File: src/sv/lsss_pkg.sv
// ----------------------------------------------------------------------------
// lsss_pkg: shared types and constants
// Period table, register codes and the per-item step bundle for the LED
// sweep speed selector.
// ----------------------------------------------------------------------------
`default_nettype none

package lsss_pkg;

	localparam int LED_COUNT_DEF   = 5;
	localparam int SPEED_COUNT_DEF = 7;

	localparam int DEBOUNCE_W = 10;
	localparam int LONG_W     = 12;
	localparam int SINCE_W    = 12;
	localparam int PERIOD_W   = 10;
	localparam int CFG_DATA_W = 12;

	localparam logic [DEBOUNCE_W-1:0] DEBOUNCE_RST = 10'd50;
	localparam logic [LONG_W-1:0]     LONG_RST     = 12'd200;

	typedef enum logic {
		CFG_DEBOUNCE   = 1'b0,
		CFG_LONG_PRESS = 1'b1
	} cfg_index_t;

	typedef logic [PERIOD_W-1:0] period_t;
	typedef logic [3:0]          speed_idx_t;

	localparam int PERIOD_ENTRIES = 7;

	localparam period_t PERIOD_TABLE [PERIOD_ENTRIES] = '{
		10'd1000, 10'd500, 10'd400, 10'd300, 10'd200, 10'd100, 10'd50
	};

	typedef struct packed {
		logic en;
		logic level;
		logic tick;
	} step_t;

	function automatic period_t period_of(input speed_idx_t idx);
		period_t p;
		if (idx < speed_idx_t'(PERIOD_ENTRIES)) begin
			p = PERIOD_TABLE[idx[2:0]];
		end else begin
			p = PERIOD_TABLE[PERIOD_ENTRIES-1];
		end
		return p;
	endfunction

endpackage

`default_nettype wire

File: src/sv/led_sweep_speed_selector_unit.sv
// ----------------------------------------------------------------------------
// led_sweep_speed_selector_unit: LED chaser with debounced speed button
// Data path: an input register, then a result register, between input accept
// and result valid. Throughput: one item per cycle unless out_stall holds the pipeline.
// Reset: asynchronous, clears the pipeline, button/sweep state and loads the
// register defaults (debounce 50 ms, long press 200 ms).
// ----------------------------------------------------------------------------
`default_nettype none

module led_sweep_speed_selector_unit #(
	parameter int LED_COUNT   = lsss_pkg::LED_COUNT_DEF,
	parameter int SPEED_COUNT = lsss_pkg::SPEED_COUNT_DEF,
	localparam int SW = $clog2(SPEED_COUNT + 1)
) (
	input  wire logic                            clk,
	input  wire logic                            arst_n,
	input  wire logic                            cfg_we,
	input  wire logic                            cfg_index,
	input  wire logic [lsss_pkg::CFG_DATA_W-1:0] cfg_data,
	input  wire logic                            in_valid,
	output logic                                 in_stall,
	input  wire logic                            button_level,
	input  wire logic                            ms_elapsed,
	output logic                                 out_valid,
	input  wire logic                            out_stall,
	output logic      [LED_COUNT-1:0]            led_pattern,
	output logic                                 paused,
	output logic      [SW-1:0]                   speed_index
);

	logic [lsss_pkg::DEBOUNCE_W-1:0] debounce_q;
	logic [lsss_pkg::LONG_W-1:0]     long_q;
	logic                            valid_s1;
	logic                            level_s1;
	logic                            tick_s1;
	logic                            advance;
	logic                            accept;
	lsss_pkg::step_t                 step;
	logic [SW-1:0]                   speed_next;
	logic [LED_COUNT-1:0]            pattern;
	logic                            out_valid_q;
	logic [LED_COUNT-1:0]            pattern_q;
	logic                            paused_q;
	logic [SW-1:0]                   speed_q;

	always_ff @(posedge clk or negedge arst_n) begin
		if (!arst_n) begin
			debounce_q <= lsss_pkg::DEBOUNCE_RST;
			long_q     <= lsss_pkg::LONG_RST;
		end else if (cfg_we) begin
			case (lsss_pkg::cfg_index_t'(cfg_index))
				lsss_pkg::CFG_DEBOUNCE:   debounce_q <= cfg_data[lsss_pkg::DEBOUNCE_W-1:0];
				lsss_pkg::CFG_LONG_PRESS: long_q     <= cfg_data[lsss_pkg::LONG_W-1:0];
				default: ;
			endcase
		end
	end

	assign advance  = !out_valid_q || !out_stall;
	assign in_stall = valid_s1 && !advance;
	assign accept   = in_valid && !in_stall;

	always_ff @(posedge clk or negedge arst_n) begin
		if (!arst_n) begin
			valid_s1 <= 1'b0;
		end else if (accept) begin
			valid_s1 <= 1'b1;
		end else if (advance) begin
			valid_s1 <= 1'b0;
		end
	end

	always_ff @(posedge clk) begin
		if (accept) begin
			level_s1 <= button_level;
			tick_s1  <= ms_elapsed;
		end
	end

	assign step = '{en: valid_s1 && advance, level: level_s1, tick: tick_s1};

	lsss_button #(
		.SPEED_COUNT (SPEED_COUNT)
	) u_button (
		.clk           (clk),
		.arst_n        (arst_n),
		.step          (step),
		.debounce_ms   (debounce_q),
		.long_press_ms (long_q),
		.speed_next    (speed_next)
	);

	lsss_sweep #(
		.LED_COUNT   (LED_COUNT),
		.SPEED_COUNT (SPEED_COUNT)
	) u_sweep (
		.clk       (clk),
		.arst_n    (arst_n),
		.step      (step),
		.speed_sel (speed_next),
		.pattern   (pattern)
	);

	always_ff @(posedge clk or negedge arst_n) begin
		if (!arst_n) begin
			out_valid_q <= 1'b0;
		end else if (advance) begin
			out_valid_q <= valid_s1;
		end
	end

	always_ff @(posedge clk) begin
		if (step.en) begin
			pattern_q <= pattern;
			paused_q  <= speed_next >= SW'(SPEED_COUNT);
			speed_q   <= speed_next;
		end
	end

	assign out_valid   = out_valid_q;
	assign led_pattern = pattern_q;
	assign paused      = paused_q;
	assign speed_index = speed_q;

endmodule

`default_nettype wire

File: src/sv/lsss_button.sv
// ----------------------------------------------------------------------------
// lsss_button: debounced button and speed index
// Detects press and release edges, times the press and steps or resets the
// speed index.
// ----------------------------------------------------------------------------
`default_nettype none

module lsss_button #(
	parameter int SPEED_COUNT = lsss_pkg::SPEED_COUNT_DEF,
	localparam int SW = $clog2(SPEED_COUNT + 1)
) (
	input  wire logic                            clk,
	input  wire logic                            arst_n,
	input  wire lsss_pkg::step_t                 step,
	input  wire logic [lsss_pkg::DEBOUNCE_W-1:0] debounce_ms,
	input  wire logic [lsss_pkg::LONG_W-1:0]     long_press_ms,
	output logic      [SW-1:0]                   speed_next
);

	logic                         prev_q;
	logic                         pend_q;
	logic                         pend_d;
	logic [SW-1:0]                speed_q;
	logic [lsss_pkg::SINCE_W-1:0] since_q;
	logic [lsss_pkg::SINCE_W-1:0] since_mid;
	logic [lsss_pkg::SINCE_W-1:0] since_d;
	logic                         fall;
	logic                         rise;

	assign fall = prev_q & ~step.level;
	assign rise = ~prev_q & step.level;

	always_comb begin
		pend_d     = pend_q;
		speed_next = speed_q;
		since_mid  = since_q;
		if (fall) begin
			if (since_q >= lsss_pkg::SINCE_W'(debounce_ms)) begin
				pend_d    = 1'b1;
				since_mid = '0;
			end
		end else if (rise) begin
			if (pend_q) begin
				pend_d = 1'b0;
				if (since_q < long_press_ms) begin
					if (speed_q < SW'(SPEED_COUNT)) begin
						speed_next = speed_q + SW'(1);
					end
				end else begin
					speed_next = '0;
				end
				since_mid = '0;
			end
		end
		since_d = since_mid;
		if (step.tick && since_mid != '1) begin
			since_d = since_mid + lsss_pkg::SINCE_W'(1);
		end
	end

	always_ff @(posedge clk or negedge arst_n) begin
		if (!arst_n) begin
			prev_q  <= 1'b1;
			pend_q  <= 1'b0;
			speed_q <= '0;
			since_q <= '0;
		end else if (step.en) begin
			prev_q  <= step.level;
			pend_q  <= pend_d;
			speed_q <= speed_next;
			since_q <= since_d;
		end
	end

endmodule

`default_nettype wire

File: src/sv/lsss_sweep.sv
// ----------------------------------------------------------------------------
// lsss_sweep: back-and-forth LED sweep
// Tracks the sweep position and the blink countdown and forms the LED drive.
// ----------------------------------------------------------------------------
`default_nettype none

module lsss_sweep #(
	parameter int LED_COUNT   = lsss_pkg::LED_COUNT_DEF,
	parameter int SPEED_COUNT = lsss_pkg::SPEED_COUNT_DEF,
	localparam int SW = $clog2(SPEED_COUNT + 1)
) (
	input  wire logic                 clk,
	input  wire logic                 arst_n,
	input  wire lsss_pkg::step_t      step,
	input  wire logic [SW-1:0]        speed_sel,
	output logic      [LED_COUNT-1:0] pattern
);

	localparam int SWEEP_LEN = 2 * (LED_COUNT - 1);
	localparam int STEP_W    = $clog2(SWEEP_LEN);
	localparam int LED_W     = $clog2(LED_COUNT);

	logic [STEP_W-1:0]             step_q;
	logic [STEP_W-1:0]             step_d;
	logic                          active_q;
	logic                          active_d;
	lsss_pkg::period_t             remain_q;
	lsss_pkg::period_t             remain_d;
	logic [LED_W-1:0]              led;
	logic [STEP_W:0]               mirror;
	logic                          paused_now;
	logic                          blink_end;

	assign paused_now = speed_sel >= SW'(SPEED_COUNT);
	assign mirror     = (STEP_W + 1)'(SWEEP_LEN) - {1'b0, step_q};
	assign led        = ({1'b0, step_q} < (STEP_W + 1)'(LED_COUNT)) ?
		LED_W'(step_q) : LED_W'(mirror);

	always_comb begin
		step_d    = step_q;
		active_d  = active_q;
		remain_d  = remain_q;
		blink_end = 1'b0;
		if (!active_q) begin
			if (!paused_now) begin
				remain_d = lsss_pkg::period_of(lsss_pkg::speed_idx_t'(speed_sel));
				active_d = 1'b1;
			end
		end else if (step.tick) begin
			if (remain_q <= lsss_pkg::period_t'(1)) begin
				remain_d  = '0;
				active_d  = 1'b0;
				blink_end = 1'b1;
				step_d    = (step_q == STEP_W'(SWEEP_LEN - 1)) ? '0 : step_q + STEP_W'(1);
			end else begin
				remain_d = remain_q - lsss_pkg::period_t'(1);
			end
		end
		for (int i = 0; i < LED_COUNT; i++) begin
			pattern[i] = (led == LED_W'(i)) && !blink_end;
		end
	end

	always_ff @(posedge clk or negedge arst_n) begin
		if (!arst_n) begin
			step_q   <= '0;
			active_q <= 1'b0;
			remain_q <= '0;
		end else if (step.en) begin
			step_q   <= step_d;
			active_q <= active_d;
			remain_q <= remain_d;
		end
	end

endmodule

`default_nettype wire

File: config.mk
export PLATFORM = sky130hd
export DESIGN_NAME = led_sweep_speed_selector_unit
export DESIGN_NICKNAME = d
export VERILOG_FILES = /design/src/sv/lsss_pkg.sv /design/src/sv/led_sweep_speed_selector_unit.sv /design/src/sv/lsss_button.sv /design/src/sv/lsss_sweep.sv
export SDC_FILE = /design/constraint.sdc
export NUM_CORES = 1
export LEC_CHECK = 0
export ABC_CLOCK_PERIOD_IN_PS = 3600
export BUFFER_PORTS_ARGS = -buffer_cell sky130_fd_sc_hd__buf_2
export CAP_MARGIN = 10
export CORE_ASPECT_RATIO = 1.1
export CORE_MARGIN = 1.5
export CORE_UTILIZATION = 40
export DETAILED_ROUTE_END_ITERATION = 8
export PLACE_DENSITY = 0.69
export SETUP_SLACK_MARGIN = 0.5
export SLEW_MARGIN = 40
export SYNTH_ARGS = -nofsm -noshare
export SYNTH_HDL_FRONTEND = slang
export SYNTH_HIERARCHICAL = 1
export SYNTH_SLANG_ARGS = --single-unit
export TNS_END_PERCENT = 100
File: constraint.sdc
create_clock -name clk -period 3.6 [get_ports clk]
set_input_delay 0.18 -clock clk [delete_from_list [all_inputs] [get_ports clk]]
set_output_delay 0.18 -clock clk [all_outputs]
set_load 0.02 [all_outputs]
==> After elaboration in Yosys (flattened, before gate mapping) <==
Memories as Yosys holds them, arrays and structs flattened.
Cells that the tools add are included.
{ "totals": {"out_inout_bits": 11, "memories": 1, "ff_bits": 66, "rom_bits": 80} }
{ "classes": {"magnitude_cmp": 8, "n_eq_ne": 9, "n_mux": 31, "n_reduce_logical": 23, "addsub": 5, "n_bitwise": 6} }
{ "mem_list": {"columns": ["memory", "depth", "word_bits", "read_ports", "rd_clocked_by_memory_dff", "wr", "line_no", "text"], "rows": [
  ["(no name shown)", 8, 10, 1, 0, 0, "lsss_pkg.sv:45", "p = PERIOD_TABLE[idx[2:0]];"]
]} }
{ "ops": {"columns": ["operator", "count"], "rows": [
  ["$mux 10", 7],
  ["$mux 12", 5],
  ["$mux 3", 7],
  ["$add 12x1->12 const B", 1],
  ["$ge 12x10->1", 1],
  ["$lt 12x12->1", 1],
  ["$mux 1", 12],
  ["$ne 12x12->1 const B", 1],
  ["$le 10x1->1 const B", 1],
  ["$sub 10x1->10 const B", 1],
  ["$logic_and 1x1->1", 9],
  ["$lt 3x3->1 const B", 3],
  ["$add 3x1->3 const B", 2],
  ["$eq 3x2->1 const B", 2],
  ["$eq 3x3->1 const B", 2],
  ["$reduce_and 3->1", 2],
  ["$logic_not 1->1", 5],
  ["$ge 4x4->1 const B", 1],
  ["$ne 2x2->1 const B", 2],
  ["$not 3->4", 1],
  ["$reduce_and 2->1", 2],
  ["$reduce_and 4->1", 1],
  ["$reduce_bool 2->1", 2],
  ["$eq 3x1->1 const B", 1],
  ["other kinds (7)", 10]
]} }

==> Longest topological paths before layout <==
Gate-level depths: netlist (run 1).
{ "depth": {"word_depth": 13, "mapped_depth": 15, "mapped_depth_nobuf": 14} }

==> Modules after synthesis <==
The synthesis (run 1) kept the hierarchy.
{ "modules_own_cells": {"columns": ["module", "instances", "seq_area_each_um2", "area_per_inst_um2", "cells_each"], "rows": [
  ["lsss_button", 1, 426.7, 1697.9, 204],
  ["led_sweep_speed_selector_unit", 1, 938.4, 1253.7, 68],
  ["lsss_sweep", 1, 350.3, 1243.7, 151]
]} }

==> Worst setup path after synthesis (run 1) <==
No wires, ideal clock.
{ "synth_path": {"path_type": "flip-flop to flip-flop", "from": "reg long_q[7] in the netlist's numbering", "to": "reg u_sweep.remain_q[5]", "period_less_slack_ns": 3.873, "setup_slack_ns": -0.273, "setup_ns": 0.107, "t_arrival_ns": 3.766, "path_stages_with_launch": 12, "n_path_buf": 0, "required_time_ns": 3.493, "cell_sequence": "dfstp_2 inv_1 ha_1 and3_1 a2111oi_0 a211oi_2 o41ai_1 ha_1 a21oi_1 o211ai_1 a2111oi_0 a221oi_1"} }
{ "synth_between": {"elab_chain_len": 12, "word_cells_on_any_way": 16, "classes_between": "3 x order compare; 1 x eq/ne; 9 x mux; 1 x bitwise; 1 x reduce/logical; 1 x memory"} }
{ "synth_rtl": {"columns": ["element", "line_no", "text"], "rows": [
  ["start: declaration", "led_sweep_speed_selector_unit.sv:32", "logic [lsss_pkg::LONG_W-1:0] long_q;"],
  ["start signal: assignment", "led_sweep_speed_selector_unit.sv:49", "long_q <= lsss_pkg::LONG_RST;"],
  ["start signal: assignment", "led_sweep_speed_selector_unit.sv:53", "lsss_pkg::CFG_LONG_PRESS: long_q <= cfg_data[lsss_pkg::LONG_W-1:0];"],
  ["$lt 12x12->1 *", "lsss_button.sv:45", "if (since_q < long_press_ms) begin"],
  ["$mux 3 *", "lsss_button.sv:45", null],
  ["$mux 3 *", "lsss_button.sv:43", "if (pend_q) begin"],
  ["$mux 3 *", "lsss_button.sv:42", "end else if (rise) begin"],
  ["$mux 3 *", "lsss_button.sv:37", "if (fall) begin"],
  ["net speed_next[0]", "led_sweep_speed_selector_unit.sv:39", "logic [SW-1:0] speed_next;"],
  ["$not 3->4 (implied by the code)", "lsss_pkg.sv:45", null],
  ["$mem_v2 8x10", null, null],
  ["$mux 10 (implied by the code) (2 in series)", "lsss_pkg.sv:45", null],
  ["$mux 10", "lsss_pkg.sv:44", "if (idx < speed_idx_t'(PERIOD_ENTRIES)) begin"],
  ["$mux 10", "lsss_sweep.sv:45", "if (!paused_now) begin"],
  ["$mux 10", "lsss_sweep.sv:44", "if (!active_q) begin"],
  ["end signal: assignment", "lsss_sweep.sv:72", "remain_q <= remain_d;"],
  ["end: declaration", "lsss_sweep.sv:27", "lsss_pkg::period_t remain_q;"]
]} }
Mark *: on every way through the listed nets, which the timed path passes. The rest lies on a longest branch. The select of a mux whose other input is x is not followed.
A chain may end at the register's enable or synchronous reset.

==> Worst setup path in the final report (run 1) <==
{ "layout_path": {"from": "reg long_q[7] in the netlist's numbering", "to": "reg u_sweep.remain_q[8]"} }
The elaborated chain is that of the path after synthesis.

==> results of run 1 <==
[power breakdown]
| part | switching, W | total, W | internal, W |
|---|---|---|---|
| logic | 0.000833 | 0.00159 | 0.000755 |
| clock network | 0.000325 | 0.000835 | 0.000510 |
| registers | 0.000190 | 0.00112 | 0.000931 |
| total | 0.00135 | 0.00354 | 0.00220 |
[cells by family after synthesis]
group | after synthesis
adder cells (fa/ha/maj) | 35
flip-flops | 66
multiplexers | 24
AO/OA/AOI/OAI | 107
AND/OR/NAND/NOR | 139
buffers and inverters | 52
[cells in the mapped netlist, types with 9 or more instances]
cell type  count  area share, %
nand3_1       12            1.4
a21oi_1       16            1.9
nor2_1        25            2.2
mux2_2        13            3.5
edfxtp_1      11            7.9
nand4_1       12            1.8
nand2_1       33            3.0
dfrtp_1       48             29
inv_1         37            3.3
a21o_1         9            1.6
ha_1          35             10
mux2_1        10            2.7
o21ai_0       17            2.0
[through the flow]
stage | setup WS (ns) | total power [W]
final | 0.5171 | 0.003545
after global routing | 0.3725 | 0.003763
after CTS | 0.4722 | 0.003260
after detailed placement | 0.1200 | 0.002255
after global placement | 0.1945 | 0.002204
after floorplan | 0.4652 | 0.001943
[layout make-up]
type	instances	share of cell area [%]
clock buffers	13	4.862
clock inverters	3	0.4187
inverters	39	2.722
multi-input cells	305	47.38
flip-flops and latches	66	32.03
well taps	143	3.326
repair buffers	75	9.258
[worst reg2reg max path: cells and delay by family (launching register included)]
kind | cells | cell delay, ns
flops | 1 | 0.53
fa+ha+maj | 2 | 0.43
simple gates | 2 | 0.53
buf+inv | 3 | 0.41
compound gates | 7 | 1.05
[how the worst min path moves through the flow]
stage	startpoint	to	slack (ns)	depth (start not counted)
after detailed placement	arst_n	long_q[4]$_DFFE_PN0P_	0.17	1
after floorplan	arst_n	debounce_q[0]$_DFFE_PN0P_	-0.12	0
final	ms_elapsed	tick_s1$_DFFE_PP_	0.02	1
after global placement	arst_n	long_q[4]$_DFFE_PN0P_	0.16	1
after CTS	ms_elapsed	tick_s1$_DFFE_PP_	0.01	1
after global routing	ms_elapsed	tick_s1$_DFFE_PP_	0.02	1
[timing repair]
item                                   CTS  global route
setup endpoints to repair               14            21
endpoints found under the hold margin   15             0
pin swaps                               14            24
setup buffers                           12            22
gates resized for setup                 13            35
hold buffers                             1             0
[sequential cells by signal, summed over array words and instances (netlist names)]
signal	flops
long_q	12
level_s1	1
valid_s1	1
u_button/speed_q	3
u_button/since_q	12
u_button/prev_q	1
u_sweep/step_q	3
out_valid	1
u_sweep/active_q	1
u_button/pend_q	1
tick_s1	1
led_pattern	5
u_sweep/remain_q	10
paused	1
speed_index	3
debounce_q	10
[routing by layer]
layer / up-vias / global-route usage [%]
met5: - / 0
li1: 1718 / -
met3: 18 / 4.304
met1: 1819 / 23.26
met2: 146 / 31.80
met4: 0 / 7.042
==> results.tsv, run 1 <==
metric	value	unit
status	finished, final reports clean	
grt_pass1_vias	3540	
synth_compound_area_share	18.22	%
dr_wl_met2	5484	µm
io_buffers	30	
synth-seq-cells	66	
ant_nets	0	
viasPerCell	5.747	
yosysWarnings	6	
cts.path.max_buffers	2	
required	3.81	ns
path_cells	inv_2 -> ha_4 -> and3_4 -> o211ai_1 -> a21o_1 -> a211oi_4 -> buf_6 -> o31ai_4 -> ha_4 -> a21oi_2 -> o211ai_1 -> buf_4 -> o2bb2ai_2 -> or3_1	
wl_met1	4373	µm
register_area	1723	µm²
synth_async_sr_flop_share	83.33	%
fin_cells	644	
dr.first_iter.drc_count	214	
place_inst	593	
period_needed	3.083	ns
final_cell_area	5379	µm²
design.core.area	10300	µm²
route.met3.wl	586	µm
slew_headroom	55.58	%
ir_worst_vdd	0.3377	mV
max_clock_freq	324.4	MHz
finalSetupViolations	0	
synth_xor_area_share	0	%
drive_gt1_share	33.13	%
ys_seq_area_share	40.89	%
nets	551	
slew_viol_final	0	
rsz0062_at_grt	true	
gr-total-overflow	0	
hpwlAfterDp	7076	µm
post-route-util	52.24	%
rows	39	
crit_fanout	6	
crit_start	long_q[7]$_DFFE_PN1P_	
drtPass1Iterations	6	
maxCapViolations	0	
timing.rr.start	long_q[7]$_DFFE_PN1P_	
clk_latency	0.33	ns
synth_cells	423	
drt_wl_total	10620	µm
synthSimpleGateAreaFrac	18.73	%
multi_input_area	2549	µm²
path_clk_slew	0.06	ns
layout_common_cells	dfrtp_1 (42), buf_4 (42), inv_1 (32), nand2_1 (32), buf_2 (30)	
ios	31	
die_w	100.6	µm
crit_arrival	3.30	ns
cts_max_level	3	
clkSinkCount	66	
grt_antenna_before_repair	0	
synth-main-ff-cell	dfrtp_1	
synth_edf_count	11	
hold_viol	0	
synth_fa_ha_area_share	10.44	%
grtUsageTotal	18.87	%
gp_congestion	0.9288	
cpPeakStageDelay	0.53	ns
cp_slowest_cell	dfstp_2	
dpl_cell_area	4579	µm²
fin_skew	0.006737	ns
clock-root-buffer	clkbuf_16	
power_density	659.0	nW/µm²
cts_tree	yes	
vias	3701	
critPathKind	flop to flop	
drc	0	
r2r_end	u_sweep/remain_q[8]$_DFFE_PN0P_	
nFillCells	896	
fp.dieArea	11110	µm²
synth.distinct_cells	70	
start_util	40.75	%
cp.depth	14	
grt_pass1_wl	16640	µm
post-route-period-util	85.63	%
fin_tns_setup	0	ns
whs	0.02110	ns
numCtsBuffers	9	
areaGrowthSynthToFinish	28.21	%
top_layer_used	met4	
r2r_setup_slack	0.52	ns
cp-endpoint	u_sweep/remain_q[8]$_DFFE_PN0P_	
syn_nets	478	
synthMuxAreaShare	6.412	%
grt_max_degree	36	
path_buf_inv	3	
worst_pin_slew	0.6663	ns
leakagePower	2.283	nW
worstSetupEndpointType	flop	
critPathTopFamily	compound AO/OA/AOI/OAI gates	
reg2regPathDepth	14	
worst_hold_path_type	input port to flop	
startpoint_type	flop	
n_antenna_cell	0	
die_h	110.4	µm
synth.avg_cell_area	9.918	µm²
wl_per_cell	16.49	µm
syn-cell-area	4195	µm²
synth_top_family_by_area	simple AND/OR/NAND/NOR gates	
No activity file was read; power rests on OpenSTA's default activity.
==> run 2, diff against run 1 <==
--- a/config.mk
+++ b/config.mk
@@ -11,6 +11,7 @@
 export CORE_ASPECT_RATIO = 1.1
 export CORE_MARGIN = 1.5
 export CORE_UTILIZATION = 40
+export CTS_BUF_LIST = sky130_fd_sc_hd__clkbuf_4
 export DETAILED_ROUTE_END_ITERATION = 8
 export PLACE_DENSITY = 0.69
 export SETUP_SLACK_MARGIN = 0.5
==> run 2 against run 1 <==
Net effect: critical path type unchanged; die area stayed put; sequential power barely moved; clock skew increased by 0.013 ns; combinational power rose by 4%; maximum frequency decreased by 2.1%; first-iteration DRC count increased by 18%; sequential share of layout area shrank 0.38 points; hold slack better by 0.19 ns; flip-flop and latch count did not move; cell count is 2.6% higher.
==> results.tsv, run 2 (synthesis gave the netlist of run 1 again) <==
metric	value	unit
whs	0.2146	ns
crit_arrival	3.51	ns
design.core.area	10300	µm²
fin_tns_setup	0	ns
final_common_cell	dfrtp_1	
areaGrowthSynthToFinish	29.67	%
dpl_cell_area	4579	µm²
slew_headroom	53.14	%
grt_pass1_wl	16950	µm
period_needed	3.150	ns
worstSetupEndpointType	flop	
layout_common_cells	dfrtp_1 (43), buf_4 (40), nand2_1 (31)	
drc	0	
clk_latency	0.43	ns
startpoint_type	flop	
grt_pass1_vias	3669	
required	3.96	ns
gp_congestion	0.9288	
cts_max_level	3	
hpwlAfterDp	7076	µm
gr-total-overflow	0	
rows	39	
maxCapViolations	0	
fin_skew	0.01989	ns
clkSinkCount	66	
drtPass1Iterations	5	
worst_hold_path_type	input port to flop	
drive_gt1_share	33.01	%
dr.first_iter.drc_count	253	
rsz0062_at_grt	true	
grtUsageTotal	19.13	%
timing.rr.start	u_button/since_q[6]$_DFFE_PN0P_	
worst_pin_slew	0.7030	ns
n_antenna_cell	0	
crit_fanout	4	
start_util	40.75	%
critPathKind	flop to flop	
vias	3720	
die_w	100.6	µm
reg_top3	long_q (12), u_button/since_q (12)	
wl_per_cell	16.01	µm
io_buffers	30	
finalSetupViolations	0	
cp-endpoint	u_button/since_q[8]$_DFFE_PN0P_	
ir_worst_vdd	0.3508	mV
path_clk_slew	0.12	ns
cp.depth	13	
final_cell_area	5440	µm²
leakagePower	2.323	nW
nets	568	
hold_viol	0	
p_total	0.003291	W
r2r_setup_slack	0.45	ns
reg2regPathDepth	13	
ios	31	
numCtsBuffers	9	
cpPeakStageDelay	0.49	ns
fp.dieArea	11110	µm²
max_clock_freq	317.5	MHz
path_buf_inv	1	
place_inst	593	
clock-root-buffer	clkbuf_4	
cp_slowest_cell	dfrtp_2	
power_density	605.0	nW/µm²
cts_tree	yes	
crit_start	u_button/since_q[6]$_DFFE_PN0P_	
grt_max_degree	36	
ant_nets	0	
cts.path.max_buffers	2	
die_h	110.4	µm
critPathTopFamily	simple AND/OR/NAND/NOR gates	
post-route-period-util	87.50	%
viasPerCell	5.628	
status	finished, final reports clean	
drt_wl_total	10580	µm
slew_viol_final	0	
r2r_end	u_button/since_q[8]$_DFFE_PN0P_	
grt_antenna_before_repair	0	
path_cells	ha_1 -> nand4_1 -> or4_4 -> o21a_1 -> and2_1 -> ha_2 -> nand4_4 -> nor4_4 -> o211ai_2 -> buf_4 -> nand4b_1 -> or3_1 -> nand3_1	
fin_cells	661	
[run 2: changes by cell type in the layout (fill, tap and decap cells not counted), sizes merged]
cell / previous run / this run
dlygate4sd3: 1 / 17
clkbuf: 13 / 12
buf: 74 / 75
bufinv: 0 / 1
[run 2: worst min-delay path by stage]
stage          depth (start not counted)  slack (ns)                         to  startpoint
2_1_floorplan                          0       -0.12  debounce_q[0]$_DFFE_PN0P_      arst_n
3_3_place_gp                           1        0.16      long_q[4]$_DFFE_PN0P_      arst_n
6_report                               3        0.21  debounce_q[6]$_DFFE_PN0P_   cfg_index
4_1_cts                                2        0.22      long_q[4]$_DFFE_PN0P_      arst_n
3_5_place_dp                           1        0.17      long_q[4]$_DFFE_PN0P_      arst_n
5_1_grt                                3        0.21  debounce_q[8]$_DFFE_PN0P_   cfg_index
[run 2: where the power goes]
part	switching, W	internal [W]
sequential	0.000194	0.000927
clock	0.000281	0.000237
combinational	0.000858	0.000795
[run 2: routing by layer]
metal | GRT usage (%) | part of all wire (%) | up-vias
li1 | - | - | 1758
met1 | 23.29 | 41 | 1807
met4 | 5.540 | 2.2 | 0
met2 | 32.97 | 52 | 125
met3 | 4.873 | 4.5 | 30
met5 | 0 | 0 | -
[run 2: final cells by class]
cell class              instances  area [µm²]
multi-input cells             305        2571
fillers                       907        4856
flip-flops and latches         66        1722
inverters                      39       148.9
clock buffers                  12       90.09
clock inverters                 4       52.55
well taps                     143       178.9
repair buffers                 92       676.9
[run 2: per-stage QoR]
| stage | utilization, % | setup WS [ns] |
|---|---|---|
| final | 52.84 | 0.4501 |
| after global placement | 44.48 | 0.1945 |
| after global routing | 52.84 | 0.3663 |
| after floorplan | - | 0.4652 |
| after CTS | 49.91 | 0.5000 |
| after detailed placement | 44.48 | 0.1200 |
[run 2: timing repair]
item | in CTS | in global routing
cloned | 0 | 0
endpoints found under the setup margin | 16 | 19
gates resized for setup | 23 | 36
hold buffers | 17 | 0
setup buffers | 15 | 20
pin swaps | 21 | 32
hold endpoints to repair | 41 | 0
[run 2: worst reg2reg max path: cells and delay by family (launching register included)]
family                   cells  cell delay, ns
AO/OA/AOI/OAI                2            0.32
adder cells (fa/ha/maj)      2            0.50
buffers and inverters        1            0.17
flip-flops                   1            0.49
AND/OR/NAND/NOR              8            1.61
